**src/design/asc_pkg.sv**
```systemverilog
`timescale 1ns / 1ps
`default_nettype none
// ----------------------------------------------------------------------------
// asc_pkg
// Shared types and codes for the access sequentiality classifier.
// ----------------------------------------------------------------------------
package asc_pkg;

    localparam int MAX_ROWS = 3;

    // result row kinds
    typedef enum logic [1:0] {
        KIND_CLASS   = 2'd0,
        KIND_RUN_END = 2'd1,
        KIND_SUMMARY = 2'd2
    } kind_t;

    // access classes
    typedef enum logic [1:0] {
        CLASS_INITIAL    = 2'd0,
        CLASS_SEQUENTIAL = 2'd1,
        CLASS_RANDOM     = 2'd2
    } access_class_t;

    // input actions
    typedef enum logic {
        ACT_ACCESS    = 1'b0,
        ACT_GROUP_END = 1'b1
    } action_t;

    typedef struct packed {
        action_t            action;
        logic [62:0]        offset;
        logic [30:0]        length;
        logic               is_read;
        logic signed [63:0] fsize;
    } in_item_t;

    typedef struct packed {
        kind_t              kind;
        access_class_t      access_class;
        logic signed [63:0] skip;
        logic [31:0]        reads_done;
        logic [31:0]        writes_done;
        logic [62:0]        read_total;
        logic [62:0]        write_total;
        logic [31:0]        seq_ops;
        logic [62:0]        seq_total;
        logic [31:0]        run_ops;
        logic [62:0]        run_total;
        logic               last;
    } row_t;

    typedef row_t [MAX_ROWS-1:0] row_set_t;

endpackage
`default_nettype wire

```
**src/design/asc_core.sv**
```systemverilog
`timescale 1ns / 1ps
`default_nettype none
// ----------------------------------------------------------------------------
// asc_core
// Classifies one request against the previous end offset, updates the run
// counters and builds up to three result rows in a single pass.
// ----------------------------------------------------------------------------
module asc_core #(
    parameter int COUNT_BITS = 32
) (
    input  wire logic             aclk,
    input  wire logic             aresetn,
    input  wire logic             fire_i,
    input  wire asc_pkg::in_item_t item_i,
    output asc_pkg::row_set_t     rows_o,
    output logic [1:0]            nrows_o
);
    import asc_pkg::*;

    typedef logic [COUNT_BITS-1:0] cnt_t;

    localparam logic [62:0] SUM_MAX = {63{1'b1}};

    // saturating counter step
    function automatic cnt_t inc_cnt(input cnt_t c);
        return (c == {COUNT_BITS{1'b1}}) ? c : c + cnt_t'(1);
    endfunction

    // saturating byte sum
    function automatic logic [62:0] add_sum(input logic [62:0] a, input logic [62:0] b);
        logic [63:0] s;
        s = {1'b0, a} + {1'b0, b};
        return s[63] ? SUM_MAX : s[62:0];
    endfunction

    // count shown in a 32-bit field
    function automatic logic [31:0] c32(input cnt_t c);
        logic [63:0] w;
        w = 64'(c);
        return (|w[63:32]) ? 32'hFFFF_FFFF : w[31:0];
    endfunction

    // run state
    logic        end_valid_reg, end_valid_next;
    logic [63:0] prev_end_reg, prev_end_next;
    logic [30:0] first_len_reg, first_len_next;
    logic        first_valid_reg, first_valid_next;
    cnt_t        read_ops_reg, read_ops_next;
    cnt_t        write_ops_reg, write_ops_next;
    logic [62:0] read_sum_reg, read_sum_next;
    logic [62:0] write_sum_reg, write_sum_next;
    cnt_t        seq_ops_reg, seq_ops_next;
    cnt_t        rnd_ops_reg, rnd_ops_next;
    logic [62:0] seq_sum_reg, seq_sum_next;
    cnt_t        run_ops_reg, run_ops_next;
    logic [62:0] run_sum_reg, run_sum_next;

    logic        first_class;
    logic        run_row;
    logic        finish;
    logic        report;
    logic [63:0] touched;
    cnt_t        rnd_final;
    logic [62:0] len63;
    row_t        class_row, end_row, sum_row;
    row_set_t    rows;
    logic [1:0]  nrows;

    assign len63 = 63'(item_i.length);

    // classification, counter update and row assembly
    always_comb begin
        end_valid_next   = end_valid_reg;
        prev_end_next    = prev_end_reg;
        first_len_next   = first_len_reg;
        first_valid_next = first_valid_reg;
        read_ops_next    = read_ops_reg;
        write_ops_next   = write_ops_reg;
        read_sum_next    = read_sum_reg;
        write_sum_next   = write_sum_reg;
        seq_ops_next     = seq_ops_reg;
        rnd_ops_next     = rnd_ops_reg;
        seq_sum_next     = seq_sum_reg;
        run_ops_next     = run_ops_reg;
        run_sum_next     = run_sum_reg;
        class_row        = '0;
        end_row          = '0;
        sum_row          = '0;
        rows             = '0;
        nrows            = 2'd0;
        run_row          = 1'b0;
        finish           = 1'b0;
        report           = 1'b0;
        touched          = '0;
        rnd_final        = '0;
        first_class      = (seq_ops_reg == '0) && (rnd_ops_reg == '0);

        if (item_i.action == ACT_ACCESS) begin
            // read and write totals
            if (item_i.is_read) begin
                read_ops_next = inc_cnt(read_ops_reg);
                read_sum_next = add_sum(read_sum_reg, len63);
            end else begin
                write_ops_next = inc_cnt(write_ops_reg);
                write_sum_next = add_sum(write_sum_reg, len63);
            end

            class_row.kind = KIND_CLASS;
            if (end_valid_reg && prev_end_reg == {1'b0, item_i.offset}) begin
                // continues the run; first access joins the count on the first class
                class_row.access_class = CLASS_SEQUENTIAL;
                if (first_class) begin
                    seq_ops_next = cnt_t'(2);
                    seq_sum_next = 63'(first_len_reg) + len63;
                end else begin
                    seq_ops_next = inc_cnt(seq_ops_reg);
                    seq_sum_next = add_sum(seq_sum_reg, len63);
                end
                run_ops_next = inc_cnt(run_ops_reg);
                run_sum_next = add_sum(run_sum_reg, len63);
            end else if (end_valid_reg) begin
                // random jump ends the current run
                class_row.access_class = CLASS_RANDOM;
                class_row.skip         = {1'b0, item_i.offset} - prev_end_reg;
                rnd_ops_next = first_class ? cnt_t'(2) : inc_cnt(rnd_ops_reg);
                if (run_ops_reg != '0) begin
                    run_row           = 1'b1;
                    end_row.kind      = KIND_RUN_END;
                    end_row.run_ops   = c32(run_ops_reg);
                    end_row.run_total = run_sum_reg;
                end
                run_ops_next = cnt_t'(1);
                run_sum_next = len63;
            end else begin
                // first access of a run
                class_row.access_class = CLASS_INITIAL;
                first_len_next   = item_i.length;
                first_valid_next = 1'b1;
                run_ops_next     = cnt_t'(1);
                run_sum_next     = len63;
            end

            prev_end_next  = {1'b0, item_i.offset} + 64'(item_i.length);
            end_valid_next = 1'b1;

            // end of file with at least half the file touched
            touched = {1'b0, read_sum_next} + {1'b0, write_sum_next};
            finish  = !item_i.fsize[63] && (prev_end_next == item_i.fsize) &&
                      ({touched, 1'b0} >= {1'b0, item_i.fsize});
        end else begin
            finish = !first_class || first_valid_reg;
        end

        // run summary from the updated state
        rnd_final = ((seq_ops_next == '0) && (rnd_ops_next == '0)) ?
                    inc_cnt(rnd_ops_next) : rnd_ops_next;
        report = ((read_sum_next != '0) || (write_sum_next != '0)) &&
                 (rnd_final != '0) &&
                 ((rnd_final >= cnt_t'(2)) || (seq_ops_next != '0));
        sum_row.kind        = KIND_SUMMARY;
        sum_row.reads_done  = c32(read_ops_next);
        sum_row.writes_done = c32(write_ops_next);
        sum_row.read_total  = read_sum_next;
        sum_row.write_total = write_sum_next;
        sum_row.seq_ops     = c32(seq_ops_next);
        sum_row.seq_total   = seq_sum_next;
        if (report) begin
            sum_row.run_ops   = c32(run_ops_next);
            sum_row.run_total = run_sum_next;
        end

        // place rows in output order
        if (item_i.action == ACT_ACCESS) begin
            rows[0] = class_row;
            nrows   = 2'd1;
            if (run_row) begin
                rows[1] = end_row;
                nrows   = 2'd2;
            end
        end
        if (finish) begin
            rows[nrows] = sum_row;
            nrows       = nrows + 2'd1;
        end
        if (nrows != 2'd0) begin
            rows[nrows - 2'd1].last = 1'b1;
        end

        // summary clears the run
        if (finish) begin
            end_valid_next   = 1'b0;
            prev_end_next    = '0;
            first_len_next   = '0;
            first_valid_next = 1'b0;
            read_ops_next    = '0;
            write_ops_next   = '0;
            read_sum_next    = '0;
            write_sum_next   = '0;
            seq_ops_next     = '0;
            rnd_ops_next     = '0;
            seq_sum_next     = '0;
            run_ops_next     = '0;
            run_sum_next     = '0;
        end
    end

    assign rows_o  = rows;
    assign nrows_o = nrows;

    // state registers
    always_ff @(posedge aclk) begin
        if (!aresetn) begin
            end_valid_reg   <= 1'b0;
            prev_end_reg    <= '0;
            first_len_reg   <= '0;
            first_valid_reg <= 1'b0;
            read_ops_reg    <= '0;
            write_ops_reg   <= '0;
            read_sum_reg    <= '0;
            write_sum_reg   <= '0;
            seq_ops_reg     <= '0;
            rnd_ops_reg     <= '0;
            seq_sum_reg     <= '0;
            run_ops_reg     <= '0;
            run_sum_reg     <= '0;
        end else if (fire_i) begin
            end_valid_reg   <= end_valid_next;
            prev_end_reg    <= prev_end_next;
            first_len_reg   <= first_len_next;
            first_valid_reg <= first_valid_next;
            read_ops_reg    <= read_ops_next;
            write_ops_reg   <= write_ops_next;
            read_sum_reg    <= read_sum_next;
            write_sum_reg   <= write_sum_next;
            seq_ops_reg     <= seq_ops_next;
            rnd_ops_reg     <= rnd_ops_next;
            seq_sum_reg     <= seq_sum_next;
            run_ops_reg     <= run_ops_next;
            run_sum_reg     <= run_sum_next;
        end
    end

    // a classed access implies a known previous end
    assert property (@(posedge aclk) disable iff (!aresetn)
        ((seq_ops_reg != '0) || (rnd_ops_reg != '0)) |-> end_valid_reg)
        else $error("classed accesses without a previous end");

    // an open run always holds at least the access that opened it
    assert property (@(posedge aclk) disable iff (!aresetn)
        end_valid_reg |-> (first_valid_reg && (run_ops_reg != '0)))
        else $error("open run with empty run count");

endmodule
`default_nettype wire

```
**config.mk**
```make
export PLATFORM = sky130hd
export DESIGN_NAME = asc_core
export DESIGN_NICKNAME = d
export VERILOG_FILES = /design/src/design/asc_pkg.sv /design/src/design/asc_core.sv
export SDC_FILE = /design/constraint.sdc
export NUM_CORES = 2
export LEC_CHECK = 0
export BUFFER_PORTS_ARGS = -buffer_cell sky130_fd_sc_hd__buf_4
export CORE_AREA = 10 10 586 588
export CTS_CLUSTER_DIAMETER = 150
export DETAILED_ROUTE_END_ITERATION = 12
export DIE_AREA = 0 0 596 598
export REMOVE_ABC_BUFFERS = 1
export SLEW_MARGIN = 20
export SYNTH_ARGS = -nofsm -noshare
export SYNTH_HDL_FRONTEND = slang
export SYNTH_SLANG_ARGS = --single-unit
```
**constraint.sdc**
```tcl
create_clock -name aclk -period 19.6 [get_ports aclk]
set_input_delay 1.96 -clock aclk [delete_from_list [all_inputs] [get_ports aclk]]
set_output_delay 1.96 -clock aclk [all_outputs]
set_load 0.02 [all_outputs]
```
==> flow_metrics.env <==
export IMPL_r2r_cells=45
export IMPL_netlist_instances=9230
export IMPL_rsz0062_at_grt="false"
export IMPL_fin_cells=14750
export IMPL_synthArstFlopShare_pct=0
export IMPL_fin_crit_sh_pct=84.43
export IMPL_cts_resized_gates=0
export IMPL_routedWlPerCell_um=33.41
export IMPL_tightest_slew_ns=1.338
export IMPL_grt_max_degree=120
export IMPL_drt_pass1_iter_count=8
export IMPL_p_leak_nw=32.45
export IMPL_dieArea_mm2=0.3564
export IMPL_clk_pin_slew_ns=0.06
export IMPL_antenna_found_initial=146
export IMPL_cts_buffers_inserted=84
export IMPL_drive_gt1_share_pct=18.01
export IMPL_yosysSeqAreaShare_pct=16.65
export IMPL_final_common_cell="buf_4"
export IMPL_grt_pass1_wl_um=647600
export IMPL_maxCapViolCount=0
export IMPL_setup_viol=0
export IMPL_crit_arrival_ns=14.59
export IMPL_dp_cells=14500
export IMPL_grt_pass1_vias=71340
export IMPL_clockBufferDepth=4
export IMPL_tritoncts="yes"
export IMPL_critPathLaunchType="primary input"
export IMPL_hold_depth=2
export IMPL_setup_worst_path_start="item_i[89]"
export IMPL_slew_viol_final=0
export IMPL_io_pins=1512
export IMPL_ys_seq_elements=509
export IMPL_hold_path_startpoint="prev_end_reg[54]"
export IMPL_final_util_pct=23.68
export IMPL_largest_reg_flops=64
export IMPL_seq_area_mm2=0.01019
export IMPL_cp_common_cell="nor2_1"
export IMPL_place_gp_congestion=1.018
export IMPL_fp_coreArea_mm2=0.3318
export IMPL_num_nets_final=10760
export IMPL_status="complete, no violations"
export IMPL_mostFrequentLayoutCells="buf_4 (1,497), nor2_1 (1,429), nand2_1 (847)"
export IMPL_ant_nets=0
export IMPL_cp_end_kind="primary output"
export IMPL_start_util_pct=18.44
export IMPL_die_h_um=598
export IMPL_skew_ns=0.08917
export IMPL_synth_edff_count=0
export IMPL_syn_avg_cell_area_um2=6.630
export IMPL_num_vias=78350
export IMPL_max_freq_mhz=60.43
export IMPL_cts_setup_buffers=0
export IMPL_h_tree_depth=3
export IMPL_cts_sinks=509
export IMPL_viasPerCell=5.312
export IMPL_cts_hold_buf=0
export IMPL_grtUsageTotal_pct=25.85
export IMPL_relSlewSlack_pct=10.81
export IMPL_timing_worst_setup_path_type="in2out"
export IMPL_hold_path_end="prev_end_reg[54]"
export IMPL_hold_viol_final=0
export IMPL_cp_slowest_stage_delay_ns=0.80
export IMPL_setup_tns_ns=0
export IMPL_rr_endpoint="run_ops_reg[24]"
export IMPL_drt_total_wl_um=492800
export IMPL_yosys_warnings=0
export IMPL_remaining_drc_errors=0
export IMPL_drtIter0Drc=10100
export IMPL_r2r_start="write_sum_reg[14]"
export IMPL_num_rows=212
export IMPL_ir_drop_uv=57.73
export IMPL_io_buffers=1314
export IMPL_clkLatencyLatePin_ns=0.83
export IMPL_place_hpwl_um=404300
export IMPL_hold_class="reg2reg"
export IMPL_die_width_um=596
export IMPL_synthFlopType="dfxtp_1"
export IMPL_r2r_setup_slack_ns=6.53
export IMPL_p_per_area_mw_per_mm2=49.64
export IMPL_fillers=37640
export IMPL_multi_input_area_mm2=0.04719
export IMPL_cts_root_buffer_cell="clkbuf_16"
export IMPL_critical_path_slowest_cell="and2_1"
export IMPL_crit_fanout=45
export IMPL_syn_area_mm2=0.06119
export IMPL_crit_required_ns=17.64
export IMPL_syn_to_final_growth_pct=28.40
export IMPL_globalRouteOverflowTotal=0
export IMPL_min_period_ns=16.55
export IMPL_synth_distinct_cells=105
[logic make-up (layout without fill, tap and decap cells)]
logic type                 count (synthesis)  in the layout  synth area share [%]
AOI/OAI and AO/OA                       2438           2438                 25.44
adders and majority gates                394            394                 8.154
buffers and inverters                   1134           1973                 8.356
and+or+nand+nor                         4131           4131                 32.18
other                                      1            296              0.006128
DFF                                      509            509                 16.65
muxes                                     62             62                 1.045
xor gates and xnor gates                 561            561                 8.164
[layout make-up]
type	count	area share (%)
Inverter	309	1.517
Sequential cell	509	12.97
Clock inverter	36	0.5318
Antenna cell	99	0.3153
Multi-Input combinational cell	7783	60.06
Timing Repair Buffer	1515	14.62
Clock buffer	113	3.005
Tap cell	4387	6.986
[synthesized netlist by cell type (289+ instances only)]
cell type	number	area, um^2
clkbuf_1	525	1971
a21oi_1	723	3618
nor3_1	349	1747
nand3_1	289	1446
o21ai_0	485	2427
xnor2_1	356	3118
inv_1	303	1137
nand2_1	851	3194
nor2_1	1437	5394
ha_1	386	4830
and2_1	328	2052
dfxtp_1	509	10190
[layer usage]
layer	vias to the layer above	global-route usage [%]	wire, um
met4	54	16.46	36140
met1	37660	32.74	199900
met2	5211	36.75	197800
met5	-	0	336
met3	941	9.456	58690
li1	34490	-	-
[critical path, delay by kind of cell]
family	cells	cell delay, ns
xor+xnor	1	0.18
fa+ha+maj	3	1.22
buf+inv	5	1.67
simple gates	17	4.57
compound gates	17	4.85
[stage by stage]
stage / hold WS (ns) / setup slack (ns) / area (um^2) / power [mW]
global placement: 0.4357 / 3.295 / 75150 / 2.288
floorplan: 0.4250 / 1.596 / 57980 / 1.785
finish: 0.4539 / 3.051 / 78580 / 3.901
detailed placement: 0.4457 / 3.118 / 75540 / 2.288
global route: 0.4768 / 2.344 / 78450 / 4.032
CTS: 0.4541 / 3.080 / 78320 / 3.901
[power breakdown]
group / internal (mW) / switching (mW) / total (mW)
clock network: 0.928 / 0.671 / 1.60
registers: 1.06 / 0.0363 / 1.09
logic: 0.373 / 0.835 / 1.21
total: 2.36 / 1.54 / 3.90
[how the worst max path moves through the flow]
stage | endpoint | slack [ns] | depth (start not counted)
after floorplan | rows_o[899] | 1.60 | 39
after global placement | rows_o[509] | 3.30 | 42
after detailed placement | rows_o[509] | 3.12 | 42
after CTS | rows_o[509] | 3.08 | 42
after global routing | rows_o[615] | 2.34 | 43
final | rows_o[615] | 3.05 | 43
Power figures use the tool's default switching activity.
