$ cat config.mk
export PLATFORM = sky130hd
export DESIGN_NAME = asc_outbuf
export DESIGN_NICKNAME = d
export VERILOG_FILES = /design/src/design/asc_pkg.sv /design/src/design/asc_outbuf.sv
export SDC_FILE = /design/constraint.sdc
export NUM_CORES = 1
export LEC_CHECK = 0
export BUFFER_PORTS_ARGS = -buffer_cell sky130_fd_sc_hd__clkbuf_2
export CORE_AREA = 2 2 696 698
export DETAILED_ROUTE_END_ITERATION = 10
export DIE_AREA = 0 0 698 700
export PLACE_DENSITY_LB_ADDON = 0.12
export SLEW_MARGIN = 20
export SYNTH_ARGS = -nofsm -noshare
export SYNTH_HDL_FRONTEND = slang
export SYNTH_SLANG_ARGS = --single-unit
$ cat constraint.sdc
create_clock -name aclk -period 1.8 [get_ports aclk]
set_clock_uncertainty 0.05 [all_clocks]
set_input_delay 0.27 -clock aclk [delete_from_list [all_inputs] [get_ports aclk]]
set_output_delay 0.27 -clock aclk [all_outputs]
set_load 0.1 [all_outputs]
$ cat src/design/asc_pkg.sv
`timescale 1ns / 1ps
`default_nettype none
// ----------------------------------------------------------------------------
// asc_pkg
// Shared types and codes for the access sequentiality classifier.
// ----------------------------------------------------------------------------
package asc_pkg;

    localparam int MAX_ROWS = 3;

    // result row kinds
    typedef enum logic [1:0] {
        KIND_CLASS   = 2'd0,
        KIND_RUN_END = 2'd1,
        KIND_SUMMARY = 2'd2
    } kind_t;

    // access classes
    typedef enum logic [1:0] {
        CLASS_INITIAL    = 2'd0,
        CLASS_SEQUENTIAL = 2'd1,
        CLASS_RANDOM     = 2'd2
    } access_class_t;

    // input actions
    typedef enum logic {
        ACT_ACCESS    = 1'b0,
        ACT_GROUP_END = 1'b1
    } action_t;

    typedef struct packed {
        action_t            action;
        logic [62:0]        offset;
        logic [30:0]        length;
        logic               is_read;
        logic signed [63:0] fsize;
    } in_item_t;

    typedef struct packed {
        kind_t              kind;
        access_class_t      access_class;
        logic signed [63:0] skip;
        logic [31:0]        reads_done;
        logic [31:0]        writes_done;
        logic [62:0]        read_total;
        logic [62:0]        write_total;
        logic [31:0]        seq_ops;
        logic [62:0]        seq_total;
        logic [31:0]        run_ops;
        logic [62:0]        run_total;
        logic               last;
    } row_t;

    typedef row_t [MAX_ROWS-1:0] row_set_t;

endpackage
`default_nettype wire

$ cat src/design/asc_outbuf.sv
`timescale 1ns / 1ps
`default_nettype none
// ----------------------------------------------------------------------------
// asc_outbuf
// Result register bank: holds the rows of one request and hands them out one
// per cycle with m_ready_i high; refills in the cycle its final row is taken.
// ----------------------------------------------------------------------------
module asc_outbuf (
    input  wire logic           aclk,
    input  wire logic           aresetn,
    input  wire logic           load_i,
    input  wire asc_pkg::row_set_t rows_i,
    input  wire logic [1:0]     nrows_i,
    output logic                ready_o,
    output logic                m_valid_o,
    input  wire logic           m_ready_i,
    output asc_pkg::row_t       m_row_o
);
    import asc_pkg::*;

    row_set_t   slots_reg;
    logic [1:0] cnt_reg, cnt_next;
    logic [1:0] idx_reg, idx_next;
    logic       take;
    logic       at_final;

    assign m_valid_o = (cnt_reg != 2'd0);
    assign m_row_o   = slots_reg[idx_reg];
    assign take      = m_valid_o && m_ready_i;
    assign at_final  = (idx_reg == cnt_reg - 2'd1);
    assign ready_o   = !m_valid_o || (take && at_final);

    // slot pointer and fill count
    always_comb begin
        cnt_next = cnt_reg;
        idx_next = idx_reg;
        if (load_i) begin
            cnt_next = nrows_i;
            idx_next = 2'd0;
        end else if (take) begin
            if (at_final) begin
                cnt_next = 2'd0;
                idx_next = 2'd0;
            end else begin
                idx_next = idx_reg + 2'd1;
            end
        end
    end

    always_ff @(posedge aclk) begin
        if (!aresetn) begin
            cnt_reg <= 2'd0;
            idx_reg <= 2'd0;
        end else begin
            cnt_reg <= cnt_next;
            idx_reg <= idx_next;
        end
    end

    // row payload
    always_ff @(posedge aclk) begin
        if (load_i) begin
            slots_reg <= rows_i;
        end
    end

    // pointer stays inside the filled slots
    assert property (@(posedge aclk) disable iff (!aresetn)
        (cnt_reg != 2'd0) |-> ((idx_reg < cnt_reg) && (cnt_reg <= 2'd3)))
        else $error("slot pointer beyond fill count");

    // last flag sits exactly on the final row of a request
    assert property (@(posedge aclk) disable iff (!aresetn)
        m_valid_o |-> (m_row_o.last == at_final))
        else $error("last flag not on final row");

endmodule
`default_nettype wire

==> results.rst, run 1 <==
.. list-table::
   :header-rows: 1

   * - Metric
     - Value
   * - Overall die area
     - 488600 sq um
   * - Data arrival time of the worst path
     - 2.70 ns
   * - Starting density of the core
     - 0.1039
   * - Xor/xnor share of the synthesized area
     - 0.0005257
   * - Sequential share of the synthesized area
     - 0.8109
   * - Gp weighted congestion
     - 0.8085
   * - Mux contribution to synthesized area
     - 0.08993
   * - Slew at the pin closest to its max-slew limit
     - 0.5548 ns
   * - Flip-flop count of the largest register, all copies and words added
     - 1347
   * - Width of the die
     - 698 um
   * - Count of input and output buffers
     - 1803
   * - Count of distinct cell types in the synthesized netlist
     - 22
   * - Tcrit/Tclk final
     - 1.680
   * - Post-DR vias/cell
     - 3.160
   * - Reg clk slew, reported paths
     - 0.06 ns
   * - Worst skew pair latency
     - 0.86 ns
   * - Worst Path Class, Setup
     - flip-flop to output pin
   * - Synthesized-area fraction occupied by adder cells
     - 0.0002504
   * - Share of power burned in combinational logic
     - 0.234
   * - Unrepaired setup endpoints after global routing
     - yes
   * - Via count of the first global-routing pass
     - 47717
   * - Overall routing resource usage
     - 0.1362
   * - Cell-by-cell trace of the critical path
     - buf_12 -> buf_16 -> buf_16 -> buf_12 -> buf_16 -> mux2i_1 -> buf_4 -> o21ai_4 -> buf_12
   * - Final Util
     - 0.2339
   * - Synth Net Count
     - 4228
   * - Post-synth design cell area
     - 49980 sq um
   * - Minimum setup slack in the final design
     - -1.223 ns
   * - Detail-routed net length per standard cell
     - 24.99 um
   * - Layout filler cell count
     - 51240
   * - Total power of the final layout
     - 99.71 mW
   * - Synthesized flop and latch total
     - 1351
   * - Share of total power in the clock network
     - 0.378
   * - Pwr dens
     - 885.9 nW/um^2
   * - Required time of the critical path
     - 1.48 ns
   * - First-pass iteration count of the detailed router
     - 5
   * - Final hold viol count
     - 0
   * - Startpoint Class
     - flip-flop
   * - # DRC
     - 0
   * - Fraction of layout cells with a size suffix above 1
     - 0.4490
   * - Core footprint
     - 481100 sq um
   * - Internal power
     - 69.23 mW
   * - CTS max path bufs
     - 4
   * - DRC violation total after the first TritonRoute iteration
     - 2222
   * - Number of vias after detailed routing
     - 44152
   * - Setup-failing EPs final
     - 452
   * - Share of flip-flops with an asynchronous set or reset
     - 0
   * - Count of flip-flops with a built-in enable after synthesis
     - 1347
   * - TritonCTS clock tree
     - built
   * - Leading cell types by total area after synthesis
     - sky130_fd_sc_hd__edfxtp_1 (81%), sky130_fd_sc_hd__mux2i_1 (9.0%), sky130_fd_sc_hd__o21ai_0 (4.5%)
   * - CTS H-tree depth
     - 4
   * - Run status
     - finished with violations
   * - Startpoint of the most critical hold path
     - rows_i[341]
   * - NumNets Final
     - 8655
   * - Max stage delay cell, worst path
     - sky130_fd_sc_hd__dfxtp_4
   * - Compound-Gate Fraction of Synth Area
     - 0.04606
   * - Clock sink count
     - 1351
   * - Summed negative setup slack over all endpoints
     - -495.40 ns
   * - Shortest period the worst path allows
     - 3.023 ns
   * - Overall routed net length
     - 349.2 mm
   * - Number of cells on the worst hold path
     - 2
   * - Main flop type after synthesis
     - sky130_fd_sc_hd__edfxtp_1
   * - Most common cell in the synthesized netlist
     - sky130_fd_sc_hd__edfxtp_1
   * - Critical path's largest stage delay
     - 0.37 ns
   * - Rows
     - 255
   * - Antenna violations before repair
     - 231
   * - Antenna violation net count after detailed routing
     - 0
   * - Global-route wire length before repair
     - 445.9 mm
   * - Most numerous cell types in the synthesized netlist
     - sky130_fd_sc_hd__edfxtp_1 (1347), sky130_fd_sc_hd__nand2_1 (452), sky130_fd_sc_hd__mux2i_1 (449), sky130_fd_sc_hd__o21ai_0 (449), sky130_fd_sc_hd__buf_4 (51)
   * - Net Sw Frac
     - 0.3057
   * - RR Startpoint
     - idx_reg[0]$_SDFFE_PP0P_
   * - Net switching component of the power
     - 30.48 mW
   * - Static power due to leakage
     - 41.98 nW
   * - Power share of the sequential group
     - 0.387
   * - Post-place setup slack
     - -0.6755 ns
   * - Depth of the worst register-to-register path
     - 8
   * - HPWL Detailed
     - 272.9 mm
   * - Capture point of the worst reg-to-reg path
     - idx_reg[0]$_SDFFE_PP0P_
   * - Root buf cell
     - sky130_fd_sc_hd__clkbuf_16
   * - Largest family of logic cells by synthesized area
     - multiplexers
   * - Post-Syn Instances
     - 2874
   * - Largest net degree at the start of global routing
     - 72
   * - Area share of and/or/nand/nor cells after synthesis
     - 0.03480
   * - Total clock buffers created by CTS
     - 191
   * - Number of synthesis warnings
     - 0
   * - Violated checks
     - setup timing
   * - Highest clock frequency the design can meet
     - 330.8 MHz
   * - Cell accounting for the most synthesized area
     - sky130_fd_sc_hd__edfxtp_1
   * - Num ports
     - 1804
   * - Maximum Capacitance Violations
     - 0
   * - Relative area change from synthesis to final layout
     - 125.2%
   * - Chip height
     - 700 um
   * - Endpoint type of the worst setup path
     - output pin
   * - Relative slew margins
     - 0.6301
   * - Top-area cell type share of the netlist area
     - 0.8093
   * - Endpoint of the worst hold path
     - slots_reg[341]$_DFFE_PP_
   * - Count of pins over their slew limit
     - 0
   * - Maximum fanout count along the critical path
     - 8
   * - Grt ovf
     - 0
   * - Maximum VDD drop
     - 746.1 uV
   * - Syn_area_per_cell
     - 17.39 sq um
   * - Internal reg-to-reg setup slack
     - -0.01 ns
   * - Worst hold path class
     - input pin to flip-flop
==> final cells by class <==
| type | instances | area, sq um | area share |
|---|---|---|---|
| Antenna cell | 95 | 237.7 | 0.002112 |
| Clock buffer | 228 | 4918 | 0.04370 |
| Clock inverter | 118 | 1102 | 0.009794 |
| Inverter | 4 | 15.01 | 0.0001334 |
| Multi-Input combinational cell | 1368 | 14210 | 0.1262 |
| Sequential cell | 1351 | 40540 | 0.3602 |
| Tap cell | 6425 | 8039 | 0.07143 |
| Timing Repair Buffer | 4385 | 43490 | 0.3864 |
==> what timing repair did <==
item,4_1_cts,5_1_grt
buffers inserted,37,82
hold buffers,1958,0
gates cloned,28,19
resized for setup,316,415
endpoints found under the hold margin,1577,0
endpoints found under the setup margin,452,453
pin swaps,13,65
==> cells by family (layout without fill, tap and decap cells) <==
group	count (synthesis)	in the layout
AOI/OAI and AO/OA	456	456
xor gates and xnor gates	3	3
adders and majority gates	1	1
buffers and inverters	155	4735
DFF	1351	1351
muxes	449	449
other	0	95
and+or+nand+nor	459	459
==> cells in the final DEF (no fill, tap or decap), drive strengths merged <==
master	n
clkinv	90
nand2	452
xnor2	3
and2b	1
buf	1035
clkbuf	1615
edfxtp	1347
diode	95
a21boi	2
a31oi	1
inv	10
clkinvlp	6
nor2b	1
dlygate4sd3	1958
or2	1
bufbuf	5
o21bai	1
nand2b	2
nor3	2
a311oi	1
ha	1
o311ai	2
dfxtp	4
mux2i	449
bufinv	16
o21ai	449
==> worst max path at each step <==
| stage | from | to | slack [ns] | cells past startpoint |
|---|---|---|---|---|
| after global placement | idx_reg[0]$_SDFFE_PP0P_ | m_row_o[211] | -0.67 | 7 |
| after CTS | idx_reg[0]$_SDFFE_PP0P_ | m_row_o[173] | -1.45 | 9 |
| after detailed placement | idx_reg[0]$_SDFFE_PP0P_ | m_row_o[417] | -0.68 | 6 |
| after global routing | idx_reg[0]$_SDFFE_PP0P_ | m_row_o[232] | -1.39 | 8 |
| final | idx_reg[0]$_SDFFE_PP0P_ | m_row_o[106] | -1.22 | 9 |
| after floorplan | idx_reg[0]$_SDFFE_PP0P_ | m_row_o[291] | -1.59 | 6 |
==> critical path, delay by kind of cell, from the launching register on <==
| family | cells | cell delay, ns |
|---|---|---|
| flip-flops | 1 | 0.37 |
| AO/OA/AOI/OAI | 1 | 0.16 |
| multiplexers | 1 | 0.12 |
| buffers and inverters | 7 | 1.12 |
==> per-layer routing <==
layer  share of wire  GRT usage
met3           0.068    0.03715
met2            0.51     0.2472
met5          0.0011          0
met1            0.39     0.1570
met4           0.029    0.03489
==> metrics by stage <==
| stage | hold WS [ns] | cell area, sq um | std cells |
|---|---|---|---|
| floorplan | 0.3189 | 53620 | 2874 |
| global placement | 0.3989 | 81510 | 11445 |
| detailed placement | 0.3986 | 81510 | 11445 |
| CTS | 0.00006262 | 109800 | 13812 |
| global route | 0.03232 | 112400 | 13928 |
| finish | 0.1068 | 112500 | 13974 |
==> power groups by stage <==
stage	clock [mW]	sequential [mW]	combinational (mW)
final	37.7	38.6	23.4
after global routing	40.5	38.8	24.3
after CTS	39.6	38.5	23.6
after detailed placement	0	39.0	19.2
after global placement	0	39.0	19.2
after floorplan	0	38.5	9.28
Note: power is estimated with default switching activity, not from simulation.
==> inputs of run 2 (changes only) <==
--- a/config.mk
+++ b/config.mk
@@ -5,10 +5,12 @@
 export SDC_FILE = /design/constraint.sdc
 export NUM_CORES = 1
 export LEC_CHECK = 0
+export ABC_AREA = 1
 export BUFFER_PORTS_ARGS = -buffer_cell sky130_fd_sc_hd__clkbuf_2
-export CORE_AREA = 2 2 696 698
+export CORE_AREA = 2 2 698 700
+export CTS_CLUSTER_SIZE = 12
 export DETAILED_ROUTE_END_ITERATION = 10
-export DIE_AREA = 0 0 698 700
+export DIE_AREA = 0 0 700 702
 export PLACE_DENSITY_LB_ADDON = 0.12
 export SLEW_MARGIN = 20
 export SYNTH_ARGS = -nofsm -noshare
==> run 2 against run 1 <==
Against the previous run:
- the run still ends with setup timing left
- fmax is 3.0% higher
- sequential power is 1% higher
- die area is 0.57% higher
- synthesized area is 0.72% higher
- utilization is 0.57 points lower
- worst hold slack better by 0.0027 ns
- critical path depth is 3 lower
- power is 0.57% higher
- setup slack better by 0.088 ns
- largest power group unchanged
- highest routed layer unchanged
==> results.rst, run 2 <==
.. list-table::
   :header-rows: 1

   * - Metric
     - Value
   * - Run status
     - finished with violations (unchanged)
   * - Violated checks
     - setup timing (unchanged)
   * - Most numerous cell types in the synthesized netlist
     - sky130_fd_sc_hd__edfxtp_1 (1347), sky130_fd_sc_hd__o21ai_0 (497), sky130_fd_sc_hd__nand3_1 (452), sky130_fd_sc_hd__nor2_1 (451), sky130_fd_sc_hd__o21ai_1 (401) (was sky130_fd_sc_hd__edfxtp_1 (1347), sky130_fd_sc_hd__nand2_1 (452), sky130_fd_sc_hd__mux2i_1 (449), sky130_fd_sc_hd__o21ai_0 (449), sky130_fd_sc_hd__buf_4 (51))
   * - Unrepaired setup endpoints after global routing
     - yes (unchanged)
   * - Width of the die
     - 700 um (was 698 um)
   * - Post-route standard cell area excluding fillers
     - 110500 sq um (was 112500 sq um)
   * - Sequential share of the synthesized area
     - 0.8051 (was 0.8109)
   * - Syn_area_per_cell
     - 14.69 sq um (was 17.39 sq um)
   * - Count of distinct cell types in the synthesized netlist
     - 20 (was 22)
   * - Share of power burned in combinational logic
     - 0.240 (was 0.234)
   * - CTS H-tree depth
     - 4 (unchanged)
   * - Core footprint
     - 484300 sq um (was 481100 sq um)
   * - Highest clock frequency the design can meet
     - 340.6 MHz (was 330.8 MHz)
   * - Detail-routed net length per standard cell
     - 25.74 um (was 24.99 um)
   * - Net Sw Frac
     - 0.3144 (was 0.3057)
   * - Grt ovf
     - 0 (unchanged)
   * - Post-synth design cell area
     - 50340 sq um (was 49980 sq um)
   * - Largest family of logic cells by synthesized area
     - compound AO/OA/AOI/OAI gates (was multiplexers)
   * - Dpl cells
     - 11903 (was 11445)
   * - Post-place setup slack
     - -0.5061 ns (was -0.6755 ns)
   * - Count of flip-flops with a built-in enable after synthesis
     - 1347 (unchanged)
   * - Final hold viol count
     - 0 (unchanged)
   * - Required time of the critical path
     - 1.48 ns (about the same)
   * - Internal power
     - 68.75 mW (was 69.23 mW)
   * - Chip height
     - 702 um (was 700 um)
   * - Startpoint Class
     - flip-flop (unchanged)
   * - Flip-flop count of the largest register, all copies and words added
     - 1347 (unchanged)
   * - Critical path's largest stage delay
     - 0.38 ns (was 0.37 ns)
   * - # DRC
     - 0 (unchanged)
   * - Synth Net Count
     - 4781 (was 4228)
   * - Top-area cell type share of the netlist area
     - 0.8035 (was 0.8093)
   * - TritonCTS clock tree
     - built (unchanged)
   * - Largest net degree at the start of global routing
     - 72 (unchanged)
   * - CTS max path bufs
     - 4 (unchanged)
   * - Most prevalent standard cell on the critical path
     - sky130_fd_sc_hd__buf_16
   * - Cell accounting for the most synthesized area
     - sky130_fd_sc_hd__edfxtp_1 (unchanged)
   * - Power share of the sequential group
     - 0.389 (was 0.387)
   * - Count of input and output buffers
     - 1803 (unchanged)
   * - Global-route wire length before repair
     - 475.1 mm (was 445.9 mm)
   * - Synthesized-area fraction occupied by adder cells
     - 0.0002486 (was 0.0002504)
   * - Worst Path Class, Setup
     - flip-flop to output pin (unchanged)
   * - Area share of and/or/nand/nor cells after synthesis
     - 0.07974 (was 0.03480)
   * - Leading cell types by total area after synthesis
     - sky130_fd_sc_hd__edfxtp_1 (80%), sky130_fd_sc_hd__o21ai_0 (4.9%), sky130_fd_sc_hd__nand3_1 (4.5%) (was sky130_fd_sc_hd__edfxtp_1 (81%), sky130_fd_sc_hd__mux2i_1 (9.0%), sky130_fd_sc_hd__o21ai_0 (4.5%))
   * - Maximum Capacitance Violations
     - 0 (unchanged)
   * - Synthesized flop and latch total
     - 1351 (unchanged)
   * - Overall routed net length
     - 366.4 mm (was 349.2 mm)
   * - Endpoint type of the worst setup path
     - output pin (unchanged)
   * - Gp weighted congestion
     - 0.8570 (was 0.8085)
   * - Placed inst area
     - 82930 sq um (was 81510 sq um)
   * - Slew at the pin closest to its max-slew limit
     - 0.5913 ns (was 0.5548 ns)
   * - Final hold slack
     - 0.1095 ns (was 0.1068 ns)
   * - Worst skew pair latency
     - 0.85 ns (was 0.86 ns)
   * - Fraction of layout cells with a size suffix above 1
     - 0.4269 (was 0.4490)
   * - Leading cell type in the layout, fill and taps excluded
     - sky130_fd_sc_hd__dlygate4sd3_1 (unchanged)
   * - Num ports
     - 1804 (unchanged)
   * - Overall routing resource usage
     - 0.1428 (was 0.1362)
   * - Starting density of the core
     - 0.1039 (about the same)
   * - Cell-by-cell trace of the critical path
     - buf_16 -> buf_16 -> buf_16 -> o21ai_1 -> o21ai_4 -> buf_12 (was buf_12 -> buf_16 -> buf_16 -> buf_12 -> buf_16 -> mux2i_1 -> buf_4 -> o21ai_4 -> buf_12)
   * - NumNets Final
     - 8931 (was 8655)
   * - Maximum fanout count along the critical path
     - 30 (was 8)
   * - Maximum VDD drop
     - 783.5 uV (was 746.1 uV)
   * - Internal reg-to-reg setup slack
     - -0.10 ns (was -0.01 ns)
   * - Minimum setup slack in the final design
     - -1.136 ns (was -1.223 ns)
   * - Number of synthesis warnings
     - 0 (unchanged)
   * - Count of pins over their slew limit
     - 0 (unchanged)
   * - Main flop type after synthesis
     - sky130_fd_sc_hd__edfxtp_1 (unchanged)
   * - Relative slew margins
     - 0.6017 (was 0.6301)
   * - Final Util
     - 0.2282 (was 0.2339)
   * - DRC violation total after the first TritonRoute iteration
     - 2626 (was 2222)
   * - Pwr dens
     - 907.3 nW/um^2 (was 885.9 nW/um^2)
   * - Xor/xnor share of the synthesized area
     - 0.0001740 (was 0.0005257)
   * - Share of flip-flops with an asynchronous set or reset
     - 0 (unchanged)
   * - Post-Syn Instances
     - 3427 (was 2874)
   * - Non-filler instance count after layout
     - 14236 (was 13974)
   * - Max stage delay cell, worst path
     - sky130_fd_sc_hd__dfxtp_4 (unchanged)
   * - Antenna violations before repair
     - 167 (was 231)
   * - Compound-Gate Fraction of Synth Area
     - 0.08948 (was 0.04606)
   * - Antenna violation net count after detailed routing
     - 0 (unchanged)
   * - Clock sink count
     - 1351 (unchanged)
   * - Tcrit/Tclk final
     - 1.631 (was 1.680)
   * - Root buf cell
     - sky130_fd_sc_hd__clkbuf_16 (unchanged)
   * - Via count of the first global-routing pass
     - 50877 (was 47717)
   * - Mux contribution to synthesized area
     - 0 (was 0.08993)
   * - Shortest period the worst path allows
     - 2.936 ns (was 3.023 ns)
   * - Number of vias after detailed routing
     - 47470 (was 44152)
   * - Rows
     - 256 (was 255)
   * - Worst hold path class
     - input pin to flip-flop (unchanged)
   * - Setup-failing EPs final
     - 455 (was 452)
   * - Data arrival time of the worst path
     - 2.62 ns (was 2.70 ns)
   * - Static power due to leakage
     - 41.32 nW (was 41.98 nW)
   * - Share of total power in the clock network
     - 0.372 (was 0.378)
   * - Commonest cells after routing, fill and taps aside
     - sky130_fd_sc_hd__dlygate4sd3_1 (1866), sky130_fd_sc_hd__clkbuf_2 (1351), sky130_fd_sc_hd__edfxtp_1 (1347) (was sky130_fd_sc_hd__dlygate4sd3_1 (1958), sky130_fd_sc_hd__clkbuf_2 (1351), sky130_fd_sc_hd__edfxtp_1 (1347))
   * - HPWL Detailed
     - 289.7 mm (was 272.9 mm)
   * - Post-DR vias/cell
     - 3.335 (was 3.160)
   * - Relative area change from synthesis to final layout
     - 119.6% (was 125.2%)
   * - Net switching component of the power
     - 31.53 mW (was 30.48 mW)
   * - First-pass iteration count of the detailed router
     - 7 (was 5)
   * - Reg clk slew, reported paths
     - 0.06 ns (about the same)
   * - Most common cell in the synthesized netlist
     - sky130_fd_sc_hd__edfxtp_1 (unchanged)
   * - Overall die area
     - 491400 sq um (was 488600 sq um)
   * - Total clock buffers created by CTS
     - 188 (was 191)
-- run 2: changes by cell type after synthesis, moves of 4 or more --
cell | before | now
sky130_fd_sc_hd__buf_1 | 0 | 4
sky130_fd_sc_hd__buf_2 | 45 | 120
sky130_fd_sc_hd__buf_4 | 51 | 27
sky130_fd_sc_hd__buf_6 | 6 | 2
sky130_fd_sc_hd__clkbuf_1 | 49 | 65
sky130_fd_sc_hd__clkbuf_2 | 0 | 30
sky130_fd_sc_hd__mux2i_1 | 449 | 0
sky130_fd_sc_hd__nand2_1 | 452 | 13
sky130_fd_sc_hd__nand3_1 | 0 | 452
sky130_fd_sc_hd__nor2_1 | 0 | 451
sky130_fd_sc_hd__o21ai_0 | 449 | 497
sky130_fd_sc_hd__o21ai_1 | 0 | 401
-- run 2: critical path: cells and delay by family, from the launching register on --
kind,cells,cell delay [ns]
flip-flops,1,0.38
AO/OA/AOI/OAI,2,0.38
buffers and inverters,4,0.88
-- run 2: final cells by class --
type	instances	area [sq um]
fillers	51918	373800
repair buffers	4206	41060
flip-flops and latches	1351	40540
multi-input cells	1819	14680
well taps	6450	8070
clock buffers	230	4883
clock inverters	107	1035
diodes	62	155.1
inverters	9	66.31
repair inverters	2	40.04
-- run 2: final timing paths --
check | cells past startpoint | start | to
worst min-delay path | 2 | rows_i[102] | slots_reg[102]$_DFFE_PP_
worst max register to register | 9 | idx_reg[0]$_SDFFE_PP0P_ | idx_reg[0]$_SDFFE_PP0P_
worst max-delay path | 6 | idx_reg[0]$_SDFFE_PP0P_ | m_row_o[259]
worst min register to register | 2 | cnt_reg[0]$_SDFFE_PN0P_ | cnt_reg[0]$_SDFFE_PN0P_
-- run 2: cells by family (layout without fill, tap and decap cells) --
logic type,count (synthesis),in the layout
buf+inv,257,4554
xor+xnor,1,1
other cells,0,62
compound gates,900,900
flops,1351,1351
fa+ha+maj,1,1
simple gates,917,917
-- run 2: per-layer routing --
metal | GRT usage | vias to the layer above | share of wire
met2 | 0.2658 | 1621 | 0.52
met5 | 0 | - | 0.0011
li1 | - | 21397 | -
met1 | 0.1666 | 23900 | 0.40
met3 | 0.03114 | 484 | 0.055
met4 | 0.02905 | 68 | 0.023
-- run 2: metrics by stage --
step / TNS, ns / power, mW
after global routing: -538.92 / 103.7
after CTS: -544.61 / 102.0
after floorplan: -5.266 / 48.92
after global placement: -84.18 / 59.79
final: -464.85 / 100.3
after detailed placement: -84.49 / 59.72
-- run 2: what timing repair did --
| action | in CTS | in global routing |
|---|---|---|
| endpoints found under the setup margin | 455 | 455 |
| setup buffers | 36 | 6 |
| gates cloned | 25 | 5 |
| hold buffers | 1866 | 0 |
| pin swaps | 32 | 21 |
| gates resized for setup | 349 | 151 |
| endpoints found under the hold margin | 1497 | 0 |
-- run 2: power groups by stage --
stage	Clock (mW)	Combinational [mW]	Sequential (mW)
2_1_floorplan	0	10.4	38.5
3_3_place_gp	0	20.2	39.6
3_5_place_dp	0	20.2	39.5
4_1_cts	38.7	24.4	39.0
5_1_grt	39.6	24.9	39.1
6_report	37.3	24.0	39.0
